==> src/rtl/rfps_pkg.sv <==
// Shared types, register codes and the color palette of the rainbow fade pixel shifter.
// No dependencies; every RTL file of the block imports this package.
`timescale 1ns / 1ps
`default_nettype none

package rfps_pkg;

    localparam int NUM_PIXELS_DEF = 30;

    localparam int PIX_IDX_W = 6;
    localparam int LEVEL_W   = 8;
    localparam int RGB_W     = 3 * LEVEL_W;
    localparam int SEG_W     = 6;
    localparam int STEP_W    = 8;
    localparam int PAL_W     = 3;
    localparam int CFG_IDX_W = 1;
    localparam int CFG_W     = 8;
    localparam int IN_TDATA_W  = 8;
    localparam int OUT_TDATA_W = 32;

    localparam logic [SEG_W-1:0]  SEG_LEN_RST   = 6'd15;
    localparam logic [STEP_W-1:0] FADE_STEP_RST = 8'd4;
    localparam logic [PAL_W-1:0]  PAL_IDX_RST   = 3'd1;
    localparam logic [SEG_W-1:0]  FRAME_CNT_RST = 6'd1;
    localparam logic [SEG_W-1:0]  FRAME_CNT_TOP = 6'd63;

    // Configuration register indexes.
    localparam logic [CFG_IDX_W-1:0] CFG_SEG_LEN   = 1'd0;
    localparam logic [CFG_IDX_W-1:0] CFG_FADE_STEP = 1'd1;

    typedef logic [LEVEL_W-1:0] t_level;

    typedef struct packed {
        t_level blue;
        t_level green;
        t_level red;
    } t_rgb;

    typedef enum logic [2:0] {
        S_IDLE = 3'b001,
        S_HEAD = 3'b010,
        S_EMIT = 3'b100
    } t_state;

    // Eight palette colors the head pixel fades toward.
    function automatic t_rgb palette_rgb(input logic [PAL_W-1:0] idx);
        t_rgb c;
        case (idx)
            3'd0:    c = '{red: 8'd15, green: 8'd15, blue: 8'd15};
            3'd1:    c = '{red: 8'd25, green: 8'd0,  blue: 8'd0};
            3'd2:    c = '{red: 8'd25, green: 8'd10, blue: 8'd0};
            3'd3:    c = '{red: 8'd10, green: 8'd25, blue: 8'd0};
            3'd4:    c = '{red: 8'd0,  green: 8'd25, blue: 8'd0};
            3'd5:    c = '{red: 8'd0,  green: 8'd10, blue: 8'd25};
            3'd6:    c = '{red: 8'd0,  green: 8'd0,  blue: 8'd25};
            3'd7:    c = '{red: 8'd10, green: 8'd0,  blue: 8'd25};
            default: c = '0;
        endcase
        return c;
    endfunction

endpackage

`default_nettype wire

==> src/rtl/rfps_fade.sv <==
// One color channel of the head pixel stepping toward its palette target.
// Depends on rfps_pkg for the level and step widths.
`timescale 1ns / 1ps
`default_nettype none

module rfps_fade
    import rfps_pkg::*;
(
    input  wire t_level              i_level,
    input  wire t_level              i_target,
    input  wire logic [STEP_W-1:0]   i_step,
    output t_level                   o_level
);

    // Signed compare with room for a negative lower band edge.
    logic signed [LEVEL_W+1:0] lv;
    logic signed [LEVEL_W+1:0] tg;
    logic signed [LEVEL_W+1:0] st;
    logic signed [LEVEL_W+1:0] res;

    always_comb begin
        lv  = signed'({2'b00, i_level});
        tg  = signed'({2'b00, i_target});
        st  = signed'({2'b00, i_step});
        res = lv;
        // At most one of the two moves can apply, since the band is symmetric.
        if (lv < tg - st) begin
            res = lv + st;
        end else if (lv > tg + st) begin
            res = lv - st;
        end
        o_level = res[LEVEL_W-1:0];
    end

endmodule

`default_nettype wire

==> src/rtl/rainbow_fade_pixel_shifter.sv <==
// Rainbow fade pixel shifter: top level with the pixel memory, control and output stage.
// Depends on rfps_pkg and instantiates three rfps_fade channel units.
// The first pixel of a frame reaches m_axis through the head read, the head update state,
// the emit read into stage one and the output register; the remaining pixels follow one
// per cycle while m_axis_tready stays high. The time a frame takes is set by the single
// read port of the pixel memory; a tick with value zero is accepted without a frame.
// Reset (synchronous, active low) clears all pixels to zero through per-entry valid bits.
`timescale 1ns / 1ps
`default_nettype none

module rainbow_fade_pixel_shifter
    import rfps_pkg::*;
#(
    parameter int NUM_PIXELS = NUM_PIXELS_DEF
) (
    input  wire                         i_clk,
    input  wire                         i_rst_n,

    // Configuration write port.
    input  wire                         i_cfg_we,
    input  wire logic [CFG_IDX_W-1:0]   i_cfg_addr,
    input  wire logic [CFG_W-1:0]       i_cfg_data,

    // Tick items. tdata: [0] frame_tick, [7:1] zero.
    input  wire                         s_axis_tvalid,
    output logic                        s_axis_tready,
    input  wire logic [IN_TDATA_W-1:0]  s_axis_tdata,

    // Pixel items. tdata: [5:0] pixel_index, [13:6] red_level, [21:14] green_level,
    // [29:22] blue_level, [31:30] zero. tlast: frame_last.
    output logic                        m_axis_tvalid,
    input  wire                         m_axis_tready,
    output logic [OUT_TDATA_W-1:0]      m_axis_tdata,
    output logic                        m_axis_tlast
);

    localparam int IDX_W = (NUM_PIXELS > 1) ? $clog2(NUM_PIXELS) : 1;
    localparam logic [IDX_W-1:0] LAST_IDX = IDX_W'(NUM_PIXELS - 1);
    localparam logic [IDX_W:0]   DEPTH    = (IDX_W + 1)'(NUM_PIXELS);

    // The strip is a circular buffer. Logical pixel i lives at physical entry
    // (r_base + i) mod NUM_PIXELS, so a shift away from the head is a single
    // decrement of r_base together with one write of the new head pixel.

    t_state r_state;
    t_state n_state;

    logic [SEG_W-1:0]  r_seg_len;
    logic [STEP_W-1:0] r_fade_step;
    logic [PAL_W-1:0]  r_pal_idx;
    logic [SEG_W-1:0]  r_frame_cnt;
    logic [IDX_W-1:0]  r_base;
    logic [IDX_W-1:0]  r_rd_idx;

    // Pixel memory and its per-entry valid bits; an entry never written reads as black.
    t_rgb              mem [NUM_PIXELS];
    logic [NUM_PIXELS-1:0] r_ent_vld;
    t_rgb              r_rd_data;
    logic              r_rd_ok;

    // Stage one: read data in flight from the memory.
    logic              r_s1_vld;
    logic [IDX_W-1:0]  r_s1_idx;

    // Stage two: output register.
    logic              r_o_vld;
    logic [IDX_W-1:0]  r_o_idx;
    t_rgb              r_o_rgb;
    logic              r_o_last;

    logic              tick_acc;
    logic              s2_load;
    logic              s1_adv;
    logic              mem_re;
    logic              mem_we;
    logic [IDX_W-1:0]  raddr;
    logic [IDX_W-1:0]  waddr;
    logic [IDX_W-1:0]  base_dec;
    logic [IDX_W:0]    phys_sum;
    logic [IDX_W-1:0]  phys_addr;
    t_rgb              head_old;
    t_rgb              head_new;
    t_rgb              target;
    logic              pal_wrap;

    // A new tick is taken only once the previous frame has left stage one, because the
    // head read of the next frame shares the read data register.
    assign s_axis_tready = (r_state == S_IDLE) && !r_s1_vld;
    assign tick_acc      = s_axis_tvalid && s_axis_tready && s_axis_tdata[0];

    assign s2_load = r_s1_vld && (!r_o_vld || m_axis_tready);
    assign s1_adv  = !r_s1_vld || s2_load;

    always_comb begin
        phys_sum = {1'b0, r_base} + {1'b0, r_rd_idx};
        if (phys_sum >= DEPTH) begin
            phys_sum = phys_sum - DEPTH;
        end
        phys_addr = phys_sum[IDX_W-1:0];
        base_dec  = (r_base == '0) ? LAST_IDX : r_base - 1'b1;
    end

    assign mem_re = tick_acc || ((r_state == S_EMIT) && s1_adv);
    assign raddr  = (r_state == S_EMIT) ? phys_addr : r_base;
    assign mem_we = (r_state == S_HEAD);
    assign waddr  = base_dec;

    // The palette index is already updated when the head is faded.
    assign head_old = r_rd_ok ? r_rd_data : '0;
    assign target   = palette_rgb(r_pal_idx);

    rfps_fade u_fade_red (
        .i_level  (head_old.red),
        .i_target (target.red),
        .i_step   (r_fade_step),
        .o_level  (head_new.red)
    );

    rfps_fade u_fade_green (
        .i_level  (head_old.green),
        .i_target (target.green),
        .i_step   (r_fade_step),
        .o_level  (head_new.green)
    );

    rfps_fade u_fade_blue (
        .i_level  (head_old.blue),
        .i_target (target.blue),
        .i_step   (r_fade_step),
        .o_level  (head_new.blue)
    );

    always_comb begin
        n_state = r_state;
        case (r_state)
            S_IDLE: begin
                if (tick_acc) begin
                    n_state = S_HEAD;
                end
            end
            S_HEAD: begin
                n_state = S_EMIT;
            end
            S_EMIT: begin
                if (s1_adv && (r_rd_idx == LAST_IDX)) begin
                    n_state = S_IDLE;
                end
            end
            default: begin
                n_state = S_IDLE;
            end
        endcase
    end

    // The palette advances when the counter passes the segment length or reaches its top value.
    assign pal_wrap = (r_frame_cnt > r_seg_len) || (r_frame_cnt == FRAME_CNT_TOP);

    always_ff @(posedge i_clk) begin
        if (!i_rst_n) begin
            r_state     <= S_IDLE;
            r_seg_len   <= SEG_LEN_RST;
            r_fade_step <= FADE_STEP_RST;
            r_pal_idx   <= PAL_IDX_RST;
            r_frame_cnt <= FRAME_CNT_RST;
            r_base      <= '0;
            r_rd_idx    <= '0;
        end else begin
            r_state <= n_state;

            if (i_cfg_we) begin
                case (i_cfg_addr)
                    CFG_SEG_LEN:   r_seg_len   <= i_cfg_data[SEG_W-1:0];
                    CFG_FADE_STEP: r_fade_step <= i_cfg_data[STEP_W-1:0];
                    default: begin
                    end
                endcase
            end

            if (tick_acc) begin
                if (pal_wrap) begin
                    r_pal_idx   <= r_pal_idx + 1'b1;
                    r_frame_cnt <= FRAME_CNT_RST;
                end else begin
                    r_frame_cnt <= r_frame_cnt + 1'b1;
                end
            end

            if (r_state == S_HEAD) begin
                r_base   <= base_dec;
                r_rd_idx <= '0;
            end else if ((r_state == S_EMIT) && s1_adv) begin
                r_rd_idx <= r_rd_idx + 1'b1;
            end
        end
    end

    // Memory array: one write and one registered read per cycle.
    always_ff @(posedge i_clk) begin
        if (mem_we) begin
            mem[waddr] <= head_new;
        end
        if (mem_re) begin
            r_rd_data <= mem[raddr];
        end
    end

    always_ff @(posedge i_clk) begin
        if (!i_rst_n) begin
            r_ent_vld <= '0;
            r_rd_ok   <= 1'b0;
        end else begin
            if (mem_we) begin
                r_ent_vld[waddr] <= 1'b1;
            end
            if (mem_re) begin
                r_rd_ok <= r_ent_vld[raddr];
            end
        end
    end

    // Read pipeline and output register.
    always_ff @(posedge i_clk) begin
        if (!i_rst_n) begin
            r_s1_vld <= 1'b0;
            r_o_vld  <= 1'b0;
        end else begin
            if ((r_state == S_EMIT) && s1_adv) begin
                r_s1_vld <= 1'b1;
            end else if (s2_load) begin
                r_s1_vld <= 1'b0;
            end

            if (s2_load) begin
                r_o_vld <= 1'b1;
            end else if (m_axis_tready) begin
                r_o_vld <= 1'b0;
            end
        end
    end

    always_ff @(posedge i_clk) begin
        if ((r_state == S_EMIT) && s1_adv) begin
            r_s1_idx <= r_rd_idx;
        end
        if (s2_load) begin
            r_o_idx  <= r_s1_idx;
            r_o_rgb  <= r_rd_ok ? r_rd_data : '0;
            r_o_last <= (r_s1_idx == LAST_IDX);
        end
    end

    assign m_axis_tvalid = r_o_vld;
    assign m_axis_tlast  = r_o_last;
    assign m_axis_tdata  = {2'b00, r_o_rgb.blue, r_o_rgb.green, r_o_rgb.red,
                            PIX_IDX_W'(r_o_idx)};

    // The head read must not be overwritten before the fade uses it.
    a_head_read_free: assert property (@(posedge i_clk) disable iff (!i_rst_n)
        (r_state == S_HEAD) |-> !r_s1_vld)
        else $error("pixel read in flight during head update");

    a_head_to_emit: assert property (@(posedge i_clk) disable iff (!i_rst_n)
        (r_state == S_HEAD) |=> (r_state == S_EMIT) && (r_rd_idx == '0))
        else $error("emit sweep did not start at the head");

    a_last_marks_end: assert property (@(posedge i_clk) disable iff (!i_rst_n)
        m_axis_tvalid |-> (m_axis_tlast == (r_o_idx == LAST_IDX)))
        else $error("frame end marker on wrong pixel");

    // The read index steps one past the last pixel when a sweep ends, so it is only
    // bounded while the sweep is running.
    a_base_in_range: assert property (@(posedge i_clk) disable iff (!i_rst_n)
        (r_base <= LAST_IDX) && ((r_state != S_EMIT) || (r_rd_idx <= LAST_IDX)))
        else $error("circular buffer pointer out of range");

    a_counter_nonzero: assert property (@(posedge i_clk) disable iff (!i_rst_n)
        tick_acc |=> (r_frame_cnt != '0))
        else $error("frame counter reached zero");

endmodule

`default_nettype wire
==> config.mk <==
export PLATFORM = sky130hd
export DESIGN_NAME = rainbow_fade_pixel_shifter
export DESIGN_NICKNAME = d
export VERILOG_FILES = /design/src/rtl/rfps_pkg.sv /design/src/rtl/rfps_fade.sv /design/src/rtl/rainbow_fade_pixel_shifter.sv
export SDC_FILE = /design/constraint.sdc
export NUM_CORES = 1
export LEC_CHECK = 0
export BUFFER_PORTS_ARGS = -buffer_cell sky130_fd_sc_hd__buf_2
export CORE_ASPECT_RATIO = 0.6
export CORE_UTILIZATION = 65
export CTS_BUF_LIST = sky130_fd_sc_hd__clkbuf_8
export CTS_CLUSTER_SIZE = 40
export DETAILED_ROUTE_END_ITERATION = 16
export PLACE_DENSITY_LB_ADDON = 0.3
export REMOVE_ABC_BUFFERS = 1
export SETUP_SLACK_MARGIN = 0.5
export SYNTH_ARGS = -nofsm -noshare
export SYNTH_HDL_FRONTEND = slang
export SYNTH_SLANG_ARGS = --single-unit
==> constraint.sdc <==
create_clock -name i_clk -period 7.6 [get_ports i_clk]
set_clock_uncertainty 0.2 [all_clocks]
set_input_delay 0 -clock i_clk [delete_from_list [all_inputs] [get_ports i_clk]]
set_output_delay 0 -clock i_clk [all_outputs]
set_load 0.1 [all_outputs]
==> out/results.env <==
RUN_STATUS='finished clean'
TIMING.HOLD.WORST.START='s_axis_tdata[0]'
DRV_SLEW=0
DESIGN_POWER_TOTAL_W=0.00888
GLOBAL_ROUTE_WIRE_LENGTH_BEFORE_REPAIR_UM=137000
CP.ARRIVAL_NS=6.19
SYN_AREA_UM2=37800
R2R_CELLS=16
DIE_AREA_UM2=59200
P_LEAK_nW=15.0
GR-USAGE-MET1_PCT=48.5
HPWLAFTERDP_UM=55900
FP.DIEH_UM=189
GROUTE.LAYER.MET2.USAGE_PCT=44.8
PATH_BUF_INV=2
DETAIL_ROUTE.WIRELENGTH_UM=92300
SHARE_OF_TOTAL_POWER_IN_SEQUENTIAL_CELLS_PCT=59.1
YOSYSTOPAREACELLSHARE_PCT=61.8
ROUTE.VIAS.TOTAL=23100
START_UTIL_PCT=65.8
POST_CTS_RESIZED=0
R2R_START='r_fade_step[1]'
PWR-SHARE-CLK_PCT=35.4
P_PER_AREA_nW_PER_UM2=213
SWITCHING_SHARE_PCT=22.6
DRIVE_ABOVE_1_SHARE_PCT=15.7
CRITPATHMOSTFREQUENTCELL='sky130_fd_sc_hd__a21o_1'
SYNTHTOPCELLSBYAREA='sky130_fd_sc_hd__edfxtp_1 62%, sky130_fd_sc_hd__mux4_2 6.0%, sky130_fd_sc_hd__ha_1 4.6%, sky130_fd_sc_hd__dfxtp_1 4.2%, sky130_fd_sc_hd__mux2i_1 3.4%'
YS_TYPES=69
DRT_FIRST_ITER_VIOLATIONS=2982
WORSTSETUPPATHTYPE='reg -> reg'
SYN_TO_FINAL_GROWTH_PCT=10.1
CLK_LATENCY_NS=0.73
FIRST_GLOBAL_VIAS=22500
NUM_IO_PINS=57
CTS.CLK_SLEW.WORST_PATHS_NS=0.07
POWER_SPENT_CHARGING_AND_DISCHARGING_NETS_W=0.00200
SYNTH_AREA_LEADER_CELL='sky130_fd_sc_hd__edfxtp_1'
GR-TOTAL-OVERFLOW=0
CRITICAL_PATH_REQUIRED_NS=7.90
SYNTH-EDFF-COUNT=779
DIE_X_UM=313
CORE_AREA_UM2=57500
GLOBAL_ROUTE.PEAK_USAGE_LAYER='met1'
TIMING.CRITICAL_PATH.SLOWEST_CELL_DELAY_NS=0.69
POST_SYNTH.CELL_AREA_AVG_UM2=15.1
POST-ROUTE-CELL-AREA_UM2=41600
SLOWEST_STAGE='sky130_fd_sc_hd__inv_1'
FINAL_ANTENNA_NET_COUNT=0
SHARE_COMB_OF_TOTAL_POWER_PCT=5.5
YOSYS-TOP-CELLS-COUNT='779 x sky130_fd_sc_hd__edfxtp_1, 157 x sky130_fd_sc_hd__nor2_1, 140 x sky130_fd_sc_hd__ha_1, 130 x sky130_fd_sc_hd__mux2i_1, 121 x sky130_fd_sc_hd__nand3_1'
DETAIL_ROUTE.DRC_VIOLATIONS=0
SYNTHESIS.YOSYS.WARNINGS=0
POST-ROUTE-MIN-PERIOD_NS=5.89
FINAL.FILL_COUNT=3528
VIASPERCELL=6.64
SYNTH-SEQ-AREA-SHARE_PCT=66.1
FMAX_GHz=0.170
CLOCK_TREE.HTREE_LEVEL_COUNT=3
CTS.REPAIR_TIMING.SETUP_BUFFER_COUNT=0
WORST_R2R_ENDPOINT='mem[29][12]'
GLOBALROUTEMET3UTIL_PCT=7.52
PIN_SLEW_WITH_THE_LEAST_HEADROOM_TO_ITS_LIMIT_NS=1.32
FINAL_NET_COUNT=2800
TIMING.CRITICAL_PATH.FROM_TYPE='flip-flop'
GR-USAGE-ALL-LAYERS_PCT=31.5
CLKSINKCOUNT=859
DETAILED_PLACE.AREA_UM2=39200
GRT_MAX_DEGREE=164
ANTENNADIODECOUNT=0
FINAL_HOLD_VIOL_COUNT=0
PLACE.GP.CONGESTION=0.919
BUFFER_PORTS.INSERTED=46
WORST_HOLD_PATH_TYPE='in -> reg'
SYNTH_MOST_COMMON_CELL='sky130_fd_sc_hd__edfxtp_1'
POWER.INTERNAL_W=0.00688
ANTENNA_VIOLATIONS_BEFORE_REPAIR=0
WORST_SLEW_MARGIN_REL_PCT=11.3
CLK_PATH_BUF_DEPTH=3
SETUP-TNS-FINAL_NS=0
CLOCKROOTBUFFER='sky130_fd_sc_hd__clkbuf_8'
POWER.IR.VDD_WORST_V=0.000215
R2R_SETUP_SLACK_NS=1.71
SYNTH_SEQ_CELLS=859
ROW_COUNT=68
WORST-PATH-MAX-FANOUT=30
CTS_MADE_BUFFERS=113
YS_DOMINANT_REG_CELL='sky130_fd_sc_hd__edfxtp_1'
CPLARGESTDELAYFAMILY='compound AO/OA/AOI/OAI gates'
CTS_HOLD_REPAIR.BUFFERS=44
POST_SYNTH_INST_COUNT=2499
WORST_HOLD_END='target[9]'
DRT-WIRELENGTH-PER-CELL_UM=26.5
CRITICAL_PATH.CELL_CHAIN='inv_1 -> ha_1 -> a21o_1 -> a21o_1 -> a21o_1 -> a21oi_1 -> nor3_1 -> xor2_1 -> ha_1 -> or3_1 -> a2111oi_0 -> and2_1 -> nor2_1 -> a221oi_1 -> a2bb2oi_2 -> buf_4'
CRIT_PATH_END_KIND='flip-flop'
WORSTHOLDPATHCELLS=5
MAX-CAP-VIOLATIONS=0
DETAILEDROUTE.FIRSTPASSITERATIONCOUNT=5
LAYOUT_WORST_PATH_CYCLE_SHARE_PCT=77.5
FINALSETUPVIOLATIONS=0
YS_ASYNC_SR_FRACTION_PCT=0
CTS_TREE='done'
RSZ0062_AT_GRT='false'
per-stage QoR:
stage | hold slack [ns] | worst slack [ns] | instances | util [%]
after floorplan | -0.138 | -15.07 | 2357 | -
after global placement | 0.0548 | 2.07 | 3236 | 68.2
after detailed placement | 0.0652 | 1.83 | 3236 | 68.2
after CTS | 0.0173 | 1.82 | 3476 | 72.4
after global routing | 0.0620 | 1.37 | 3476 | 72.4
final | 0.107 | 1.71 | 3476 | 72.4
registers in the layout, indices dropped and copies added (netlist names), 3 cells and up:
| signal | flops |
|---|---|
| r_ent_vld | 30 |
| r_frame_cnt | 6 |
| r_o_idx | 5 |
| r_pal_idx | 3 |
| mem | 720 |
| r_s1_idx | 5 |
| target | 11 |
| r_rd_idx | 5 |
| m_axis_tdata | 24 |
| r_base | 5 |
| r_state | 3 |
| r_seg_len | 6 |
| r_rd_data | 24 |
| r_fade_step | 8 |
worst max path at each step:
stage	from	cells after the start	to
after detailed placement	r_fade_step[1]	14	mem[16][17]
final	r_fade_step[1]	16	mem[29][12]
after floorplan	r_base[0]	9	r_rd_data[22]
after CTS	r_fade_step[1]	14	mem[20][17]
after global routing	r_fade_step[1]	16	mem[29][12]
after global placement	r_fade_step[1]	14	mem[16][17]
kinds of logic (layout without fill, tap and decap cells):
| kind of cell | after synthesis | in the layout | share of synthesized area (%) |
|---|---|---|---|
| compound gates | 439 | 439 | 8.55 |
| xor+xnor | 55 | 55 | 1.29 |
| fa+ha+maj | 153 | 153 | 5.32 |
| buf+inv | 244 | 449 | 2.69 |
| flops | 859 | 859 | 66.1 |
| mux | 234 | 234 | 9.51 |
| other cells | 1 | 3 | 0.00991 |
| simple gates | 514 | 514 | 6.55 |
placed cells by master, fill, tap and decap left out, types with 56 or more instances in the layout:
cell type	synthesis	final
sky130_fd_sc_hd__nor2_1	157	126
sky130_fd_sc_hd__dfxtp_1	80	80
sky130_fd_sc_hd__buf_4	7	60
sky130_fd_sc_hd__nand3_1	121	121
sky130_fd_sc_hd__o21a_1	56	56
sky130_fd_sc_hd__mux2i_1	130	130
sky130_fd_sc_hd__clkbuf_8	0	114
sky130_fd_sc_hd__nand2_1	79	79
sky130_fd_sc_hd__mux4_2	100	100
sky130_fd_sc_hd__inv_1	98	136
sky130_fd_sc_hd__ha_1	140	140
sky130_fd_sc_hd__edfxtp_1	779	779
metal layers:
metal	wire [µm]	vias to the layer above
met5	0	-
met3	11200	179
li1	-	9978
met2	40000	1433
met1	38900	11500
met4	2270	0
worst reg2reg max path, cell delays in order, from the launching register on:
cell and delay, ns:
sky130_fd_sc_hd__dfxtp_1 0.31, sky130_fd_sc_hd__inv_1 0.69, sky130_fd_sc_hd__ha_1 0.39, sky130_fd_sc_hd__a21o_1 0.16
sky130_fd_sc_hd__a21o_1 0.22, sky130_fd_sc_hd__a21o_1 0.21, sky130_fd_sc_hd__a21oi_1 0.29, sky130_fd_sc_hd__nor3_1 0.10
sky130_fd_sc_hd__xor2_1 0.16, sky130_fd_sc_hd__ha_1 0.20, sky130_fd_sc_hd__or3_1 0.30, sky130_fd_sc_hd__a2111oi_0 0.50
sky130_fd_sc_hd__and2_1 0.65, sky130_fd_sc_hd__nor2_1 0.31, sky130_fd_sc_hd__a221oi_1 0.42, sky130_fd_sc_hd__a2bb2oi_2 0.21
sky130_fd_sc_hd__buf_4 0.35
cell type report:
cell class                      count  area, µm²  share of cell area (%)
Sequential cell                   859      25000                    60.0
Multi-Input combinational cell   1398      12100                    29.1
Clock inverter                     82        424                    1.02
Clock buffer                      114       1570                    3.77
Tap cell                          770        963                    2.31
Inverter                          100        375                   0.902
Timing Repair Buffer              153       1180                    2.84
power by group through the flow:
stage | clock network [W] | registers, W | logic [W]
global placement | 0 | 0.00535 | 0.000430
floorplan | 0 | 0.00536 | 0.000288
finish | 0.00315 | 0.00525 | 0.000486
detailed placement | 0 | 0.00535 | 0.000456
CTS | 0.00318 | 0.00525 | 0.000475
global route | 0.00336 | 0.00525 | 0.000520
(Power assumes the default switching activity.)
